$ cat src/sv/assert_macros.svh
// Assertion helpers shared by the scanner modules.
// Each macro samples on clk_i and is disabled while rst_ni is low.
`ifndef ASSERT_MACROS_SVH
`define ASSERT_MACROS_SVH

// Property that holds at every edge.
`define ASSERT_ALWAYS(lbl, prop) \
  lbl: assert property (@(posedge clk_i) disable iff (!rst_ni) (prop)) \
    else $error("assertion failed");

// Consequent holds in the same cycle as the antecedent.
`define ASSERT_IMPLY(lbl, ante, cons) \
  lbl: assert property (@(posedge clk_i) disable iff (!rst_ni) (ante) |-> (cons)) \
    else $error("assertion failed");

// Consequent holds in the cycle after the antecedent.
`define ASSERT_NEXT(lbl, ante, cons) \
  lbl: assert property (@(posedge clk_i) disable iff (!rst_ni) (ante) |=> (cons)) \
    else $error("assertion failed");

`endif

$ cat src/sv/its_pkg.sv
// ----------------------------------------------------------------------------
// its_pkg
// Types, character codes and sizes shared by the INI token scanner modules.
// ----------------------------------------------------------------------------
package its_pkg;

  localparam int CntW   = 24;  // position and line counter width (8..32)
  localparam int FieldW = 24;  // width of offset, length and line fields
  localparam int QDepth = 4;   // result queue entries
  localparam int QAw    = $clog2(QDepth);

  typedef logic [CntW-1:0]   cnt_t;
  typedef logic [CntW:0]     lenx_t;
  typedef logic [FieldW-1:0] field_t;

  localparam cnt_t CntMax = {CntW{1'b1}};

  localparam logic [7:0] ChEq    = 8'h3D;
  localparam logic [7:0] ChLbr   = 8'h5B;
  localparam logic [7:0] ChRbr   = 8'h5D;
  localparam logic [7:0] ChSlash = 8'h2F;
  localparam logic [7:0] ChStar  = 8'h2A;
  localparam logic [7:0] ChNl    = 8'h0A;
  localparam logic [7:0] ChNul   = 8'h00;
  localparam logic [7:0] ChQuote = 8'h22;
  localparam logic [7:0] ChDot   = 8'h2E;
  localparam logic [7:0] ChUnder = 8'h5F;
  localparam logic [7:0] ChSp    = 8'h20;
  localparam logic [7:0] ChCr    = 8'h0D;
  localparam logic [7:0] ChTab   = 8'h09;

  typedef enum logic [3:0] {
    K_EQUAL    = 4'd0,
    K_LBRACKET = 4'd1,
    K_RBRACKET = 4'd2,
    K_IDENT    = 4'd3,
    K_STRING   = 4'd4,
    K_INTEGER  = 4'd5,
    K_FLOAT    = 4'd6,
    K_END      = 4'd7,
    K_ERROR    = 4'd8
  } kind_e;

  typedef enum logic [1:0] {
    E_COMMENT_OPEN  = 2'd0,
    E_COMMENT_START = 2'd1,
    E_SYMBOL        = 2'd2,
    E_STRING_OPEN   = 2'd3
  } err_e;

  typedef enum logic [10:0] {
    M_IDLE      = 11'b000_0000_0001,
    M_IDENT     = 11'b000_0000_0010,
    M_NUMBER    = 11'b000_0000_0100,
    M_NUMDOT    = 11'b000_0000_1000,
    M_FRAC      = 11'b000_0001_0000,
    M_STRING    = 11'b000_0010_0000,
    M_SLASH     = 11'b000_0100_0000,
    M_LINECOM   = 11'b000_1000_0000,
    M_BLOCK     = 11'b001_0000_0000,
    M_BLOCKSTAR = 11'b010_0000_0000,
    M_HALT      = 11'b100_0000_0000
  } mode_e;

  typedef struct packed {
    logic [7:0] ch;
    logic       end_of_input;
  } in_t;

  typedef struct packed {
    kind_e  token_kind;
    err_e   error_code;
    field_t token_start;
    field_t token_length;
    field_t line_number;
    logic   last;
  } tok_t;

  // Results produced by one accepted item, in order.
  typedef struct packed {
    logic [1:0] cnt;
    tok_t       r0;
    tok_t       r1;
  } push_t;

endpackage

$ cat src/sv/its_front.sv
// ----------------------------------------------------------------------------
// its_front
// Scanner state machine: takes one byte a beat, tracks position and line,
// and hands zero to two finished tokens to the result queue.
// ----------------------------------------------------------------------------
`include "assert_macros.svh"

module its_front (
  input  logic           clk_i,
  input  logic           rst_ni,
  input  logic           in_valid_i,
  input  its_pkg::in_t   in_data_i,
  output logic           in_stall_o,
  input  logic           room_i,
  output its_pkg::push_t push_o
);

  its_pkg::mode_e mode_q, mode_d;
  its_pkg::cnt_t  pos_q, pos_d, beg_q, beg_d, line_q, line_d;

  logic acc;

  logic           is_dig, is_alp;
  logic           bb_emit, bb_inc;
  its_pkg::mode_e bb_mode;
  its_pkg::tok_t  bb_tok;

  logic          p0_v, p1_v, do_begin;
  its_pkg::tok_t p0, p1, r0, r1;
  logic [1:0]    n;

  its_pkg::cnt_t pos_inc, line_inc, span_p, dot_p, span_dot;

  function automatic its_pkg::tok_t mk(its_pkg::kind_e k, its_pkg::err_e e,
                                       its_pkg::cnt_t s, its_pkg::lenx_t l,
                                       its_pkg::cnt_t ln);
    its_pkg::tok_t t;
    t.token_kind   = k;
    t.error_code   = e;
    t.token_start  = its_pkg::field_t'(s);
    t.token_length = its_pkg::field_t'(l);
    t.line_number  = its_pkg::field_t'(ln);
    t.last         = 1'b0;
    return t;
  endfunction

  assign acc        = in_valid_i && room_i;
  assign in_stall_o = !room_i;

  assign pos_inc  = (pos_q == its_pkg::CntMax) ? pos_q : pos_q + its_pkg::cnt_t'(1);
  assign line_inc = (line_q == its_pkg::CntMax) ? line_q : line_q + its_pkg::cnt_t'(1);
  assign span_p   = (pos_q >= beg_q) ? pos_q - beg_q : '0;
  assign dot_p    = (pos_q > beg_q) ? pos_q - its_pkg::cnt_t'(1) : beg_q;
  assign span_dot = dot_p - beg_q;

  // Classify the byte as the first byte of a new lexeme.
  always_comb begin
    is_dig  = in_data_i.ch inside {[8'h30:8'h39]};
    is_alp  = in_data_i.ch inside {[8'h61:8'h7A], [8'h41:8'h5A], its_pkg::ChUnder};
    bb_emit = 1'b0;
    bb_inc  = 1'b0;
    bb_mode = its_pkg::M_IDLE;
    bb_tok  = mk(its_pkg::K_EQUAL, its_pkg::E_COMMENT_OPEN, pos_q,
                 its_pkg::lenx_t'(1), line_q);
    case (in_data_i.ch)
      its_pkg::ChEq: bb_emit = 1'b1;
      its_pkg::ChLbr: begin
        bb_emit = 1'b1;
        bb_tok.token_kind = its_pkg::K_LBRACKET;
      end
      its_pkg::ChRbr: begin
        bb_emit = 1'b1;
        bb_tok.token_kind = its_pkg::K_RBRACKET;
      end
      its_pkg::ChSlash: bb_mode = its_pkg::M_SLASH;
      its_pkg::ChSp, its_pkg::ChCr, its_pkg::ChTab: ;
      its_pkg::ChNl: bb_inc = 1'b1;
      its_pkg::ChNul: begin
        bb_emit = 1'b1;
        bb_tok.token_kind = its_pkg::K_END;
      end
      its_pkg::ChQuote: bb_mode = its_pkg::M_STRING;
      default: begin
        if (is_dig) begin
          bb_mode = its_pkg::M_NUMBER;
        end else if (is_alp) begin
          bb_mode = its_pkg::M_IDENT;
        end else begin
          bb_emit = 1'b1;
          bb_mode = its_pkg::M_HALT;
          bb_tok  = mk(its_pkg::K_ERROR, its_pkg::E_SYMBOL, pos_q,
                       its_pkg::lenx_t'(0), line_q);
        end
      end
    endcase
  end

  always_comb begin
    mode_d   = mode_q;
    pos_d    = pos_q;
    beg_d    = beg_q;
    line_d   = line_q;
    p0_v     = 1'b0;
    p1_v     = 1'b0;
    do_begin = 1'b0;
    p0       = mk(its_pkg::K_END, its_pkg::E_COMMENT_OPEN, pos_q,
                  its_pkg::lenx_t'(0), line_q);
    p1       = p0;
    r0       = p0;
    r1       = p0;
    n        = 2'd0;

    if (in_data_i.end_of_input) begin
      // Flush the pending lexeme, then the end token unless an error stops it.
      case (mode_q)
        its_pkg::M_HALT: ;
        its_pkg::M_IDENT, its_pkg::M_NUMBER, its_pkg::M_FRAC: begin
          p0_v = 1'b1;
          p1_v = 1'b1;
          p0   = mk((mode_q == its_pkg::M_IDENT) ? its_pkg::K_IDENT :
                    (mode_q == its_pkg::M_FRAC) ? its_pkg::K_FLOAT : its_pkg::K_INTEGER,
                    its_pkg::E_COMMENT_OPEN, beg_q, its_pkg::lenx_t'(span_p), line_q);
        end
        its_pkg::M_NUMDOT: begin
          p0_v = 1'b1;
          p1_v = 1'b1;
          p0   = mk(its_pkg::K_INTEGER, its_pkg::E_COMMENT_OPEN, beg_q,
                    its_pkg::lenx_t'(span_dot), line_q);
          p1   = mk(its_pkg::K_ERROR, its_pkg::E_SYMBOL, dot_p,
                    its_pkg::lenx_t'(0), line_q);
        end
        its_pkg::M_STRING: begin
          p0_v = 1'b1;
          p0   = mk(its_pkg::K_ERROR, its_pkg::E_STRING_OPEN, beg_q,
                    its_pkg::lenx_t'(0), line_q);
        end
        its_pkg::M_SLASH: begin
          p0_v = 1'b1;
          p0   = mk(its_pkg::K_ERROR, its_pkg::E_COMMENT_START, beg_q,
                    its_pkg::lenx_t'(0), line_q);
        end
        its_pkg::M_BLOCK, its_pkg::M_BLOCKSTAR: begin
          p0_v = 1'b1;
          p0   = mk(its_pkg::K_ERROR, its_pkg::E_COMMENT_OPEN, beg_q,
                    its_pkg::lenx_t'(0), line_q);
        end
        default: p0_v = 1'b1;  // idle or line comment: end token only
      endcase
      mode_d = its_pkg::M_IDLE;
      pos_d  = '0;
      beg_d  = '0;
      line_d = '0;
    end else begin
      pos_d = pos_inc;
      case (mode_q)
        its_pkg::M_HALT: ;
        its_pkg::M_IDENT: begin
          if (!(is_alp || is_dig)) begin
            p0_v     = 1'b1;
            p0       = mk(its_pkg::K_IDENT, its_pkg::E_COMMENT_OPEN, beg_q,
                          its_pkg::lenx_t'(span_p), line_q);
            do_begin = 1'b1;
          end
        end
        its_pkg::M_NUMBER: begin
          if (in_data_i.ch == its_pkg::ChDot) begin
            mode_d = its_pkg::M_NUMDOT;
          end else if (!is_dig) begin
            p0_v     = 1'b1;
            p0       = mk(its_pkg::K_INTEGER, its_pkg::E_COMMENT_OPEN, beg_q,
                          its_pkg::lenx_t'(span_p), line_q);
            do_begin = 1'b1;
          end
        end
        its_pkg::M_NUMDOT: begin
          if (is_dig) begin
            mode_d = its_pkg::M_FRAC;
          end else begin
            // Integer without the dot, then the dot as a stray symbol.
            p0_v   = 1'b1;
            p1_v   = 1'b1;
            p0     = mk(its_pkg::K_INTEGER, its_pkg::E_COMMENT_OPEN, beg_q,
                        its_pkg::lenx_t'(span_dot), line_q);
            p1     = mk(its_pkg::K_ERROR, its_pkg::E_SYMBOL, dot_p,
                        its_pkg::lenx_t'(0), line_q);
            mode_d = its_pkg::M_HALT;
          end
        end
        its_pkg::M_FRAC: begin
          if (!is_dig) begin
            p0_v     = 1'b1;
            p0       = mk(its_pkg::K_FLOAT, its_pkg::E_COMMENT_OPEN, beg_q,
                          its_pkg::lenx_t'(span_p), line_q);
            do_begin = 1'b1;
          end
        end
        its_pkg::M_STRING: begin
          if (in_data_i.ch == its_pkg::ChQuote) begin
            p0_v   = 1'b1;
            p0     = mk(its_pkg::K_STRING, its_pkg::E_COMMENT_OPEN, beg_q,
                        its_pkg::lenx_t'(span_p) + its_pkg::lenx_t'(1), line_q);
            mode_d = its_pkg::M_IDLE;
          end else if (in_data_i.ch == its_pkg::ChNl) begin
            line_d = line_inc;
          end
        end
        its_pkg::M_SLASH: begin
          if (in_data_i.ch == its_pkg::ChSlash) begin
            mode_d = its_pkg::M_LINECOM;
          end else if (in_data_i.ch == its_pkg::ChStar) begin
            mode_d = its_pkg::M_BLOCK;
          end else begin
            p0_v   = 1'b1;
            p0     = mk(its_pkg::K_ERROR, its_pkg::E_COMMENT_START, beg_q,
                        its_pkg::lenx_t'(0), line_q);
            mode_d = its_pkg::M_HALT;
          end
        end
        its_pkg::M_LINECOM: begin
          if (in_data_i.ch == its_pkg::ChNl) begin
            line_d = line_inc;
            mode_d = its_pkg::M_IDLE;
          end
        end
        its_pkg::M_BLOCK: begin
          if (in_data_i.ch == its_pkg::ChStar) begin
            mode_d = its_pkg::M_BLOCKSTAR;
          end else if (in_data_i.ch == its_pkg::ChNl) begin
            line_d = line_inc;
          end
        end
        its_pkg::M_BLOCKSTAR: begin
          if (in_data_i.ch == its_pkg::ChSlash) begin
            mode_d = its_pkg::M_IDLE;
          end else if (in_data_i.ch != its_pkg::ChStar) begin
            if (in_data_i.ch == its_pkg::ChNl) begin
              line_d = line_inc;
            end
            mode_d = its_pkg::M_BLOCK;
          end
        end
        default: do_begin = 1'b1;  // idle
      endcase

      if (do_begin) begin
        beg_d  = pos_q;
        mode_d = bb_mode;
        if (bb_inc) begin
          line_d = line_inc;
        end
      end
    end

    // Pack results in order; the new lexeme's token follows the flushed one.
    if (p0_v) begin
      r0 = p0;
      if (p1_v) begin
        r1 = p1;
        n  = 2'd2;
      end else if (do_begin && bb_emit) begin
        r1 = bb_tok;
        n  = 2'd2;
      end else begin
        n = 2'd1;
      end
    end else if (do_begin && bb_emit) begin
      r0 = bb_tok;
      n  = 2'd1;
    end
    r0.last = (n == 2'd1);
    r1.last = 1'b1;

    push_o.cnt = acc ? n : 2'd0;
    push_o.r0  = r0;
    push_o.r1  = r1;
  end

  always_ff @(posedge clk_i or negedge rst_ni) begin
    if (!rst_ni) begin
      mode_q <= its_pkg::M_IDLE;
      pos_q  <= '0;
      beg_q  <= '0;
      line_q <= '0;
    end else if (acc) begin
      mode_q <= mode_d;
      pos_q  <= pos_d;
      beg_q  <= beg_d;
      line_q <= line_d;
    end
  end

  `ASSERT_IMPLY(a_halt_silent, acc && !in_data_i.end_of_input && mode_q == its_pkg::M_HALT, push_o.cnt == 2'd0)
  `ASSERT_NEXT(a_eoi_restart, acc && in_data_i.end_of_input, mode_q == its_pkg::M_IDLE && pos_q == '0 && line_q == '0)

endmodule

$ cat src/sv/its_queue.sv
// ----------------------------------------------------------------------------
// its_queue
// Small result queue: takes up to two results a cycle from the scanner while it
// has room, and gives one a cycle to the output stage when that stage pops it.
// ----------------------------------------------------------------------------
`include "assert_macros.svh"

module its_queue (
  input  logic           clk_i,
  input  logic           rst_ni,
  input  its_pkg::push_t push_i,
  output logic           room_o,
  input  logic           pop_i,
  output logic           head_valid_o,
  output its_pkg::tok_t  head_o
);

  localparam logic [its_pkg::QAw:0] CntLim  = (its_pkg::QAw + 1)'(its_pkg::QDepth);
  localparam logic [its_pkg::QAw:0] RoomLim = (its_pkg::QAw + 1)'(its_pkg::QDepth - 2);

  its_pkg::tok_t             mem_q [its_pkg::QDepth];
  logic [its_pkg::QAw-1:0]   wr_q, wr_d, rd_q, rd_d;
  logic [its_pkg::QAw:0]     cnt_q, cnt_d;

  // Room for the worst case of two results from the next beat.
  assign room_o       = (cnt_q <= RoomLim);
  assign head_valid_o = (cnt_q != '0);
  assign head_o       = mem_q[rd_q];

  assign wr_d  = wr_q + its_pkg::QAw'(push_i.cnt);
  assign rd_d  = rd_q + its_pkg::QAw'(pop_i);
  assign cnt_d = cnt_q + (its_pkg::QAw + 1)'(push_i.cnt) - (its_pkg::QAw + 1)'(pop_i);

  always_ff @(posedge clk_i) begin
    if (push_i.cnt != 2'd0) begin
      mem_q[wr_q] <= push_i.r0;
    end
    if (push_i.cnt == 2'd2) begin
      mem_q[wr_q + its_pkg::QAw'(1)] <= push_i.r1;
    end
  end

  always_ff @(posedge clk_i or negedge rst_ni) begin
    if (!rst_ni) begin
      wr_q  <= '0;
      rd_q  <= '0;
      cnt_q <= '0;
    end else begin
      wr_q  <= wr_d;
      rd_q  <= rd_d;
      cnt_q <= cnt_d;
    end
  end

  `ASSERT_ALWAYS(a_cnt_bound, cnt_q <= CntLim)
  `ASSERT_IMPLY(a_push_room, push_i.cnt != 2'd0, cnt_q <= RoomLim)
  `ASSERT_IMPLY(a_no_pop_empty, pop_i, cnt_q != '0)

endmodule

$ cat src/sv/its_out.sv
// ----------------------------------------------------------------------------
// its_out
// Output register: pulls the queue head and presents it until taken.
// ----------------------------------------------------------------------------
module its_out (
  input  logic          clk_i,
  input  logic          rst_ni,
  input  logic          head_valid_i,
  input  its_pkg::tok_t head_i,
  output logic          pop_o,
  output logic          out_valid_o,
  input  logic          out_stall_i,
  output its_pkg::tok_t out_data_o
);

  logic          valid_q, valid_d;
  its_pkg::tok_t data_q;

  // Load when the register is empty or its beat leaves this cycle.
  assign pop_o   = head_valid_i && (!valid_q || !out_stall_i);
  assign valid_d = pop_o ? 1'b1 : (valid_q && out_stall_i);

  always_ff @(posedge clk_i or negedge rst_ni) begin
    if (!rst_ni) begin
      valid_q <= 1'b0;
    end else begin
      valid_q <= valid_d;
    end
  end

  always_ff @(posedge clk_i) begin
    if (pop_o) begin
      data_q <= head_i;
    end
  end

  assign out_valid_o = valid_q;
  assign out_data_o  = data_q;

endmodule

$ cat src/sv/ini_token_scanner.sv
// ----------------------------------------------------------------------------
// ini_token_scanner
// Streaming INI lexer: one source byte a beat in, tokens with offset, length
// and line out, through a scanner, a result queue and an output register.
// ----------------------------------------------------------------------------
// Throughput: one byte per cycle while the input is not stalled; a byte that
//   yields two tokens sends them out one at a time, absorbed by the four-entry result queue.
// A token passes through the result queue and then the output register before it is valid.
// Input stalls whenever the queue could not take two more tokens.
// Reset (async, active low) clears the scanner mode, counters, queue and
//   output valid; no clearing pass is needed.
module ini_token_scanner (
  input  logic          clk_i,
  input  logic          rst_ni,
  input  logic          in_valid_i,
  output logic          in_stall_o,
  input  its_pkg::in_t  in_data_i,
  output logic          out_valid_o,
  input  logic          out_stall_i,
  output its_pkg::tok_t out_data_o
);

  its_pkg::push_t push;
  logic           room, pop, head_valid;
  its_pkg::tok_t  head;

  its_front u_front (
    .clk_i      (clk_i),
    .rst_ni     (rst_ni),
    .in_valid_i (in_valid_i),
    .in_data_i  (in_data_i),
    .in_stall_o (in_stall_o),
    .room_i     (room),
    .push_o     (push)
  );

  its_queue u_queue (
    .clk_i        (clk_i),
    .rst_ni       (rst_ni),
    .push_i       (push),
    .room_o       (room),
    .pop_i        (pop),
    .head_valid_o (head_valid),
    .head_o       (head)
  );

  its_out u_out (
    .clk_i        (clk_i),
    .rst_ni       (rst_ni),
    .head_valid_i (head_valid),
    .head_i       (head),
    .pop_o        (pop),
    .out_valid_o  (out_valid_o),
    .out_stall_i  (out_stall_i),
    .out_data_o   (out_data_o)
  );

endmodule
$ cat config.mk
export PLATFORM = sky130hd
export DESIGN_NAME = ini_token_scanner
export DESIGN_NICKNAME = d
export VERILOG_FILES = /design/src/sv/its_pkg.sv /design/src/sv/its_front.sv /design/src/sv/its_queue.sv /design/src/sv/its_out.sv /design/src/sv/ini_token_scanner.sv
export VERILOG_INCLUDE_DIRS = /design/src /design/src/sv
export SDC_FILE = /design/constraint.sdc
export NUM_CORES = 1
export LEC_CHECK = 0
export BUFFER_PORTS_ARGS = -buffer_cell sky130_fd_sc_hd__buf_2
export CORE_MARGIN = 2
export CORE_UTILIZATION = 30
export DETAILED_ROUTE_END_ITERATION = 16
export GPL_TIMING_DRIVEN = 0
export MAX_ROUTING_LAYER = met4
export PLACE_DENSITY = 0.51
export SETUP_SLACK_MARGIN = 0.4
export SLEW_MARGIN = 10
export SYNTH_ARGS = -nofsm -noshare
export SYNTH_HDL_FRONTEND = slang
export SYNTH_SLANG_ARGS = --single-unit
$ cat constraint.sdc
create_clock -name clk_i -period 15.85 [get_ports clk_i]
set_input_delay 4.755 -clock clk_i [delete_from_list [all_inputs] [get_ports clk_i]]
set_output_delay 4.755 -clock clk_i [all_outputs]
set_load 0.01 [all_outputs]
**After elaboration in Yosys (flattened, before gate mapping)**

Memory sizes are Yosys's and may differ from the RTL's. A register that Yosys moved wholly into a read port is not among the register bits.
Index checks and enable logic that the tools add are counted.

- $add $sub $neg: 11
- Order comparisons: 9
- Equality and inequality tests: 33
- Mux-type cells: 85
- Reduce and logical (&&, ||, !) cells: 31

Operators by type and width:

| operator | count |
|---|---|
| 79-bit two-way mux | 14 |
| 79-bit case mux with 6 select lines | 1 |
| 79-bit case mux with 5 select lines | 1 |
| 24-bit two-way mux | 15 |
| 77-bit two-way mux | 3 |
| 11-bit two-way mux | 13 |
| 24-bit case mux with 4 select lines | 1 |
| 78-bit two-way mux | 1 |
| 11-bit case mux with 7 select lines | 1 |
| 76-bit two-way mux | 1 |
| 75-bit two-way mux | 1 |
| 24-bit by 1-bit adder with 24-bit output, second input constant | 3 |
| 24-bit == test, second input constant | 2 |
| 8-bit by 6-bit == test with 1-bit output, second input constant | 6 |
| 24-bit subtractor | 2 |
| 11-bit case mux with 3 select lines | 1 |
| 8-bit by 4-bit == test with 1-bit output, second input constant | 3 |
| 8-bit by 7-bit == test with 1-bit output, second input constant | 3 |
| 24-bit greater-or-equal comparator | 1 |
| 24-bit > comparator | 1 |
| 24-bit by 1-bit subtractor with 24-bit output, second input constant | 1 |
| 1-bit two-way mux | 22 |
| 8-bit by 7-bit greater-or-equal comparator with 1-bit output, second input constant | 2 |
| 8-bit by 7-bit less-or-equal comparator with 1-bit output, second input constant | 2 |
| 46 further kinds | 68 |

- Bits in registers: 91
- Memory bits (writable): 316
- Bits of input ports: 13
- Output and inout port bits: 81
- Word-level logic and storage cells: 178
- Memories: 1

Memory list:

| memory | depth | bits a word | rd ports | clocked after memory_dff | wr ports | RTL line | RTL |
|---|---|---|---|---|---|---|---|
| u_queue.mem_q | 4 | 79 | 1 | 1 | 2 | its_queue.sv:21 | `its_pkg::tok_t mem_q [its_pkg::QDepth];` |

**Depth between registers and ports, before layout**

Gate-level depths: netlist of the first run.

- Depth in word-level cells: 16
- Mapped depth: 25
- Mapped depth without buffers: 24

**By module**

Synthesis of the first run repeated with hierarchy kept, for this count alone.

- Cells, all modules: 2444
- Area, all modules: 29166.7 um2

By module, submodules not included:

| module | times used | cells an instance | area an instance (um2) | sequential area each (um2) |
|---|---|---|---|---|
| its_queue | 1 | 803 | 15539.9 | 9664.3 |
| its_front | 1 | 1559 | 11210.8 | 2078.2 |
| its_out | 1 | 82 | 2416.1 | 2397.3 |

**Least setup slack after synthesis of the first run**

OpenSTA, ideal clock, no wires.

- Path kind: input port to flip-flop
- Start point: input out_stall_i
- End point: register u_queue.cnt_q[2] (netlist name)
- Setup time: 123 ps
- Arrival: 10218 ps
- Data required time: 15727 ps
- Path slack: 5510 ps
- Cell stages on the path: 8
- Buffers on the path: 0
- Path through: a21oi_1 -> ha_1 -> inv_1 -> ha_1 -> inv_1 -> fa_1 -> xor2_1 -> xnor2_1

- Word-level cells in the longest chain between the ends: 4

Ends and longest elaborated chain:

| what | RTL line | RTL |
|---|---|---|
| from (decl) | ini_token_scanner.sv:19 | `input logic out_stall_i,` |
| 1-bit logical NOT | its_out.sv:20 | `assign pop_o = head_valid_i && (!valid_q \|\| !out_stall_i);` |
| 1-bit logical OR | its_out.sv:20 |  |
| 1-bit logical AND | its_out.sv:20 |  |
| 3-bit by 1-bit subtractor with 3-bit output | its_queue.sv:32 | `assign cnt_d = cnt_q + (its_pkg::QAw + 1)'(push_i.cnt) - (its_pkg::QAw + 1)'(pop_i);` |
| named net u_queue.cnt_d (one bit) | its_queue.sv:23 | `logic [its_pkg::QAw:0] cnt_q, cnt_d;` |
| to (signal assigned) | its_queue.sv:51 | `cnt_q <= cnt_d;` |
| to (decl) | its_queue.sv:23 |  |

The timed path passes the listed nets, and every way through them passes these cells.
A chain may end at the register's enable or synchronous reset.

==> results of run 1 <==
==> logic make-up (layout without fill, tap and decap cells) <==
group                    after synthesis  after routing
AO/OA/AOI/OAI                        707            707
XOR/XNOR                              97             97
adder cells (fa/ha/maj)               59             59
buffers and inverters                247            445
flip-flops                           486            486
multiplexers                         128            128
other                                  0              5
AND/OR/NAND/NOR                      801            801
==> state kept, by name (all words and copies together) (netlist names) <==
| name | flops |
|---|---|
| u_queue.mem_q | 316 |
| u_out.out_data_o | 79 |
| u_front.beg_q | 24 |
| u_front.line_q | 24 |
| u_front.pos_q | 24 |
| u_front.mode_q | 11 |
| u_queue.cnt_q | 3 |
| u_queue.rd_q | 2 |
| u_queue.wr_q | 2 |
| u_out.out_valid_o | 1 |
==> power breakdown <==
part / internal, uW / switching [uW]
Clock: 795 / 553
Combinational: 1310 / 2670
Sequential: 1630 / 100
Total: 3730 / 3330
==> synth_stat cells, drive strengths merged, types with 24 or more instances <==
cell type / n / area, um^2
nor3: 38 / 190
xor2: 45 / 394
nand4: 33 / 206
mux2i: 48 / 480
ha: 56 / 701
dfxtp: 100 / 2000
dfrtp: 90 / 2250
o22ai: 146 / 913
buf: 38 / 220
and2: 108 / 686
xnor2: 52 / 455
inv: 68 / 255
nand2: 210 / 793
nor4: 24 / 184
edfxtp: 295 / 8860
o21ai: 204 / 1040
clkbuf: 141 / 529
a21oi: 118 / 591
nor2: 152 / 576
mux4: 79 / 1780
nand3: 110 / 606
a22o: 35 / 307
==> routing by layer <==
layer  vias to the layer above  part of all wire [%]  track usage, %
li1                       9921                     -               -
met4                         0                   4.9            10.3
met2                       980                    47            34.9
met5                         -                     0               -
met1                     10900                    41            28.4
met3                       184                   6.9            3.57
==> stage by stage <==
| step | cell area [um^2] | total power, uW | setup WS [ps] | utilization (%) |
|---|---|---|---|---|
| global placement | 28600 | 5670 | 2820 | 32.4 |
| global route | 30600 | 7400 | 5690 | 34.7 |
| CTS | 30600 | 7050 | 5990 | 34.7 |
| detailed placement | 28700 | 5680 | 5350 | 32.5 |
| floorplan | 26600 | 4230 | 5510 | - |
| finish | 30600 | 7060 | 5890 | 34.7 |
==> worst max-delay path: cells and delay by family <==
family          cells  cell delay [ps]
buf+inv             3              590
compound gates      3             2240
simple gates        6             2600
==> final cells by class <==
class,count,area (um^2),area share [%]
Buffer,179,752,2.46
Inverter,68,255,0.834
Antenna cell,5,12.5,0.0409
Multi-Input combinational cell,1792,12500,40.9
Sequential cell,486,13100,42.9
Tap cell,1165,1460,4.76
Timing Repair Buffer,96,557,1.82
Clock buffer,65,1480,4.82
Clock inverter,37,422,1.38
==> how the worst max path moves through the flow <==
stage / startpoint / end / slack (ps) / cells past startpoint
after detailed placement: in_data_i[7] / u_queue.mem_q[0][23] / 5350 / 12
after CTS: in_data_i[7] / u_queue.mem_q[0][22] / 5990 / 12
after global placement: out_stall_i / u_queue.cnt_q[2] / 2820 / 9
after floorplan: out_stall_i / u_queue.cnt_q[2] / 5510 / 8
final: in_data_i[7] / u_queue.mem_q[3][23] / 5890 / 12
after global routing: in_data_i[7] / u_queue.mem_q[0][24] / 5690 / 12
==> summary.md, run 1 <==
| Metric | Value |
|---|---|
| Number of maximum-capacitance violations | 0 |
| Placer Congestion | 1.00 |
| Hold Path End | u_queue.mem_q[1][41] |
| Syn Inst Count | 2525 |
| Final Net Count | 2750 |
| Via count of the first global-routing pass | 21.8k |
| # DRC | 0 |
| Number of gates resized after cts | 0 |
| Crit-path cells | buf_2 > nor3b_1 > nand4_1 > nand2_2 > a41oi_1 > o21ai_1 > nand2_1 > o211ai_2 > and2_4 > inv_2 > buf_4 > and2_1 |
| Slew Limit Fails | 0 |
| Largest net degree at the start of global routing | 64 |
| Synth Area in Adders | 2.85% |
| Starting Density | 30.2% |
| Layout fillers | 8831 |
| Root Buffer | clkbuf_16 |
| Setup TNS | 0 ps |
| Num ports | 94 |
| Vias | 22.0k |
| Mean Syn Cell Area | 10.6 um^2 |
| RR Endpoint | u_queue.mem_q[2][46] |
| Slowest-stage cell, CP | o211ai_2 |
| Hold depth | 2 |
| Worst rel slew slack | 17.2% |
| Die area | 91200 um^2 |
| Minimum clock period | 9960 ps |
| Vias per inst | 5.65 |
| Fin Hold WS | 448 ps |
| Leak pwr | 0.0110 uW |
| Status | finished, final reports clean |
| Crit Path Class | input pin to register |
| Share of cells above drive strength 1 | 12.3% |
| Routed wire length | 100000 um |
| Synth warn | 0 |
| Clk Latency, worst-skew pair | 640 ps |
| Initial DRC Count | 2325 |
| Post-synth EDFFs | 295 |
| Synth Flop Type | edfxtp_1 |
| Fin cells | 3893 |
| Critical Path End Type | register |
| Startpoint types | input pin |
| Post-CTS Setup Inserts | 0 |
| Simple-gate share of the synthesized area | 15.5% |
| Cts bufs inserted | 55 |
| Largest family of logic cells by synthesized area | compound AO/OA/AOI/OAI gates |
| CTS sink count | 486 |
| Slew of the pin with the lowest slew margin | 1230 ps |
| Multiplexer area fraction after synthesis | 8.52% |
| Synthesized area | 26600 um^2 |
| Synthesis-stage register bit count | 486 |
| Final worst-path cycle share | 62.8% |
| Max Clk Rate | 100 MHz |
| Antenna Nets Post-Route | 0 |
| H-tree levels | 2 |
| Sequential area share after synthesis | 49.3% |
| Worst Path Required | 16210 ps |
| Maximum clock path buffer count | 3 |
| Min-delay worst type | register to register |
| Compound-gate portion of the synthesized area | 16.9% |
| First-pass iteration count of the detailed router | 6 |
| Die height | 302 um |
| Crit Path Max Fanout | 63 |
| RR Startpoint | u_front.pos_q[0] |
| XOR/XNOR Fraction of Synth Area | 3.19% |
| Most frequent cells in the layout | 295 x edfxtp_1, 208 x nand2_1, 173 x o21ai_0, 150 x nor2_1 |
| PortBufs | 91 |
| Global-route wire length before repair | 146000 um |
| Unrepaired setup endpoints after global routing | no |
| Clk_skew | 47.4 ps |
| CTS tree | built |
| Critical Path AT | 10320 ps |
| Initial antenna violation count | 4 |
| Row cnt | 109 |
| CTS clk-pin slew, worst paths | 60 ps |
| Cts hold-fix bufs | 0 |
| Syn Nets | 2597 |
| Die W | 302 um |
| Max VDD drop | 248 uV |
| Commonest non-fill, non-tap cell in the layout | edfxtp_1 |
| Final setup viols | 0 |
| Pwr Density | 231 nW/um^2 |
| Reg2Reg Depth | 25 |
| Area Overhead vs Synth | 14.8% |
| Final hold violation count | 0 |
| GR Util All Layers | 22.3% |
| Largest stage delay on the critical path | 1020 ps |
| Placed Cells | 3786 |
| Routed len/inst | 25.7 um |
| Synth async-reset ratio | 18.7% |
| Min-delay src | u_queue.mem_q[1][41] |
| GRT Residual Overflow | 0 |
| Setup slack, reg-to-reg | 7490 ps |
| Core area | 88200 um^2 |
| HPWL after DPL | 73900 um |
| Netlist cell types | 93 |
Note: power is estimated with default switching activity, not from simulation.
==> inputs of run 2 (changes only) <==
Settings changed: ABC_AREA set to 1, PLACE_DENSITY 0.51 to 0.52.
Clock period 15.85 ns to 8.6 ns, I/O delays scaled along.
==> run 2 against run 1 <==
Against the previous run: core utilization rose by 0.26 points; hold slack improved by 13 ps; die area rose by 6.5%; cell count grew 31%; highest routed layer unchanged.
==> summary.md, run 2 <==
| Metric | Value |
|---|---|
| Status | finished, final reports clean |
| Synthesized area | 28400 um^2 (+6.6%) |
| CTS clk-pin slew, worst paths | 60 ps (about the same) |
| PortBufs | 92 (+1.1%) |
| Row cnt | 112 (+2.8%) |
| Die area | 97200 um^2 (+6.5%) |
| First-pass iteration count of the detailed router | 6 (unchanged) |
| Routed wire length | 116000 um (+16%) |
| Final worst-path cycle share | 73.8% |
| Cts hold-fix bufs | 0 (unchanged) |
| Minimum clock period | 6350 ps |
| Cts bufs inserted | 56 (+1.8%) |
| WP depth | 29 (+17) |
| Startpoint types | register |
| Hold depth | 2 (unchanged) |
| Netlist cell types | 63 (-32%) |
| Cell family with most CP delay | simple AND/OR/NAND/NOR gates |
| Most used cell, CP | nand2_1 |
| Commonest non-fill, non-tap cell in the layout | nand2_1 |
| Setup slack, reg-to-reg | 2250 ps (-5240 ps) |
| Number of gates resized after cts | 0 (unchanged) |
| Max Clk Rate | 158 MHz |
| Synth async-reset ratio | 18.7% (unchanged) |
| Placed Cells | 4999 (+32%) |
| Syn Nets | 3716 (+43%) |
| GRT Residual Overflow | 0 (unchanged) |
| Via count of the first global-routing pass | 25.7k (+18%) |
| Mean Syn Cell Area | 7.80 um^2 (-26%) |
| Routed len/inst | 22.7 um (-12%) |
| # DRC | 0 (unchanged) |
| Number of maximum-capacitance violations | 0 (unchanged) |
| Setup TNS | 0 ps (unchanged) |
| Vias | 27.1k (+23%) |
| Crit Path Max Fanout | 10 (-84%) |
| Sequential area share after synthesis | 46.2% (-3.1 points) |
| Vias per inst | 5.30 (-6.3%) |
| Final hold violation count | 0 (unchanged) |
| CP bufs+invs | 4 (+1) |
| GR Util All Layers | 24.0% (+1.7 points) |
| Critical Path AT | 6900 ps (-3420 ps) |
| Fin Hold WS | 461 ps (+12.8 ps) |
| Synth Flop Type | edfxtp_1 |
| Yosys top cell by area | edfxtp_1 |
| Yosys top cell area share | 31.2% (-2.1 points) |
| Final setup viols | 0 (unchanged) |
| H-tree levels | 2 (unchanged) |
| Largest net degree at the start of global routing | 49 (-23%) |
| Clk_skew | 45.7 ps (-1.62 ps) |
| Unrepaired setup endpoints after global routing | no |
| Slowest-stage cell, CP | dfrtp_1 |
| Most frequent cells in the layout | 808 x nand2_1, 449 x nor2_1, 434 x o21ai_0, 319 x nand3_1, 310 x inv_1 |
| Die height | 312 um (+3.2%) |
| Worst rel slew slack | 21.2% (+4.0 points) |
| Post-synth EDFFs | 295 (unchanged) |
| Num ports | 94 (unchanged) |
| Fin cells | 5108 (+31%) |
| Critical Path End Type | register |
| Die W | 312 um (+3.2%) |
| Reg with most FFs | u_queue.mem_q |
| Clk Latency, worst-skew pair | 640 ps (about the same) |
| Root Buffer | clkbuf_16 |
| Synth top cells by count | 808 x nand2_1, 450 x nor2_1, 434 x o21ai_0 |
| Reg2Reg Depth | 29 (+16%) |
| Global-route wire length before repair | 171000 um (+17%) |
| Core area | 93600 um^2 (+6.1%) |
| Share of cells above drive strength 1 | 9.14% (-3.1 points) |
| Most common cell in the netlist | nand2_1 |
| Min-delay worst type | register to register |
| Slew Limit Fails | 0 (unchanged) |
| Starting Density | 30.3% (+0.15 points) |
| CTS sink count | 486 (unchanged) |
| Max reg flops | 316 (unchanged) |
| CTS tree | built |
| Layout fillers | 10.0k (+13%) |
| HPWL after DPL | 87900 um (+19%) |
| Final Net Count | 3875 (+41%) |
| Slew of the pin with the lowest slew margin | 1180 ps (-52.1 ps) |
| Syn Inst Count | 3644 (+44%) |
| Synth warn | 0 (unchanged) |
| Initial antenna violation count | 3 (-1) |
| Antenna Nets Post-Route | 0 (unchanged) |
| Placer Congestion | 0.996 (-0.60%) |
| Initial DRC Count | 2919 (+26%) |
| Synthesis-stage register bit count | 486 (unchanged) |
| Top post-synthesis cells by area | edfxtp_1 31%, nand2_1 11%, dfrtp_1 7.9% |
| Post-CTS Setup Inserts | 0 (unchanged) |
| Maximum clock path buffer count | 3 (unchanged) |
| Crit Path Class | register to register |
| Worst Path Required | 9150 ps (-7060 ps) |
| Largest stage delay on the critical path | 470 ps (-550 ps) |
| Area Overhead vs Synth | 15.1% |
run 2: cell type report:
class                      instances  area [um^2]  area share (%)
sequential                       486        13100            40.2
multi-input combinational       2645        13100            40.1
tap                             1254         1570            4.80
clock buffer                      71         1510            4.61
inverter                         346         1300            3.97
buffer                           167          885            2.71
timing repair buffer             101          687            2.10
clock inverter                    35          487            1.49
antenna                            3         7.51          0.0230
run 2: worst min-delay path, cell delays in order (launching register included):
cell     delay [ps]
dfxtp_1         310
nand3_2          60
nand2_1          40
run 2: final timing paths:
path	endpoint	start
setup / recovery	u_queue.mem_q[3][37]	u_front.pos_q[0]
hold / removal	u_queue.mem_q[1][45]	u_queue.mem_q[1][45]
setup reg to reg	u_queue.mem_q[3][37]	u_front.pos_q[0]
hold reg to reg	u_queue.mem_q[1][45]	u_queue.mem_q[1][45]
max in group asynchronous	u_front.beg_q[21]	rst_ni
min in group asynchronous	u_front.mode_q[4]	rst_ni
run 2: per-layer routing:
metal	share of wire (%)	GRT usage, %	vias to the layer above	wire (um)
met5	0	-	-	0
met4	4.0	9.15	0	4640
met3	7.1	3.12	215	8190
met2	46	37.8	1131	53600
met1	43	31.4	13000	49500
li1	-	-	12700	-
run 2: per-stage QoR:
step	worst slack (ps)	util, %	cell area (um^2)
after detailed placement	1770	32.8	30700
final	2250	34.9	32700
after global routing	1710	34.9	32700
after floorplan	2200	-	28400
after CTS	2390	34.9	32700
after global placement	557	32.5	30400
run 2: kinds of logic after synthesis:
group	after synthesis	synth area share, %
multiplexers	1	0.0352
buffers and inverters	513	7.69
flip-flops	486	46.2
adder cells (fa/ha/maj)	59	2.68
AO/OA/AOI/OAI	781	15.1
AND/OR/NAND/NOR	1755	26.7
XOR/XNOR	49	1.51
Power of run 2 is not shown: default switching activity piles up to over one toggle a cycle in this logic, so the estimate is an artifact.
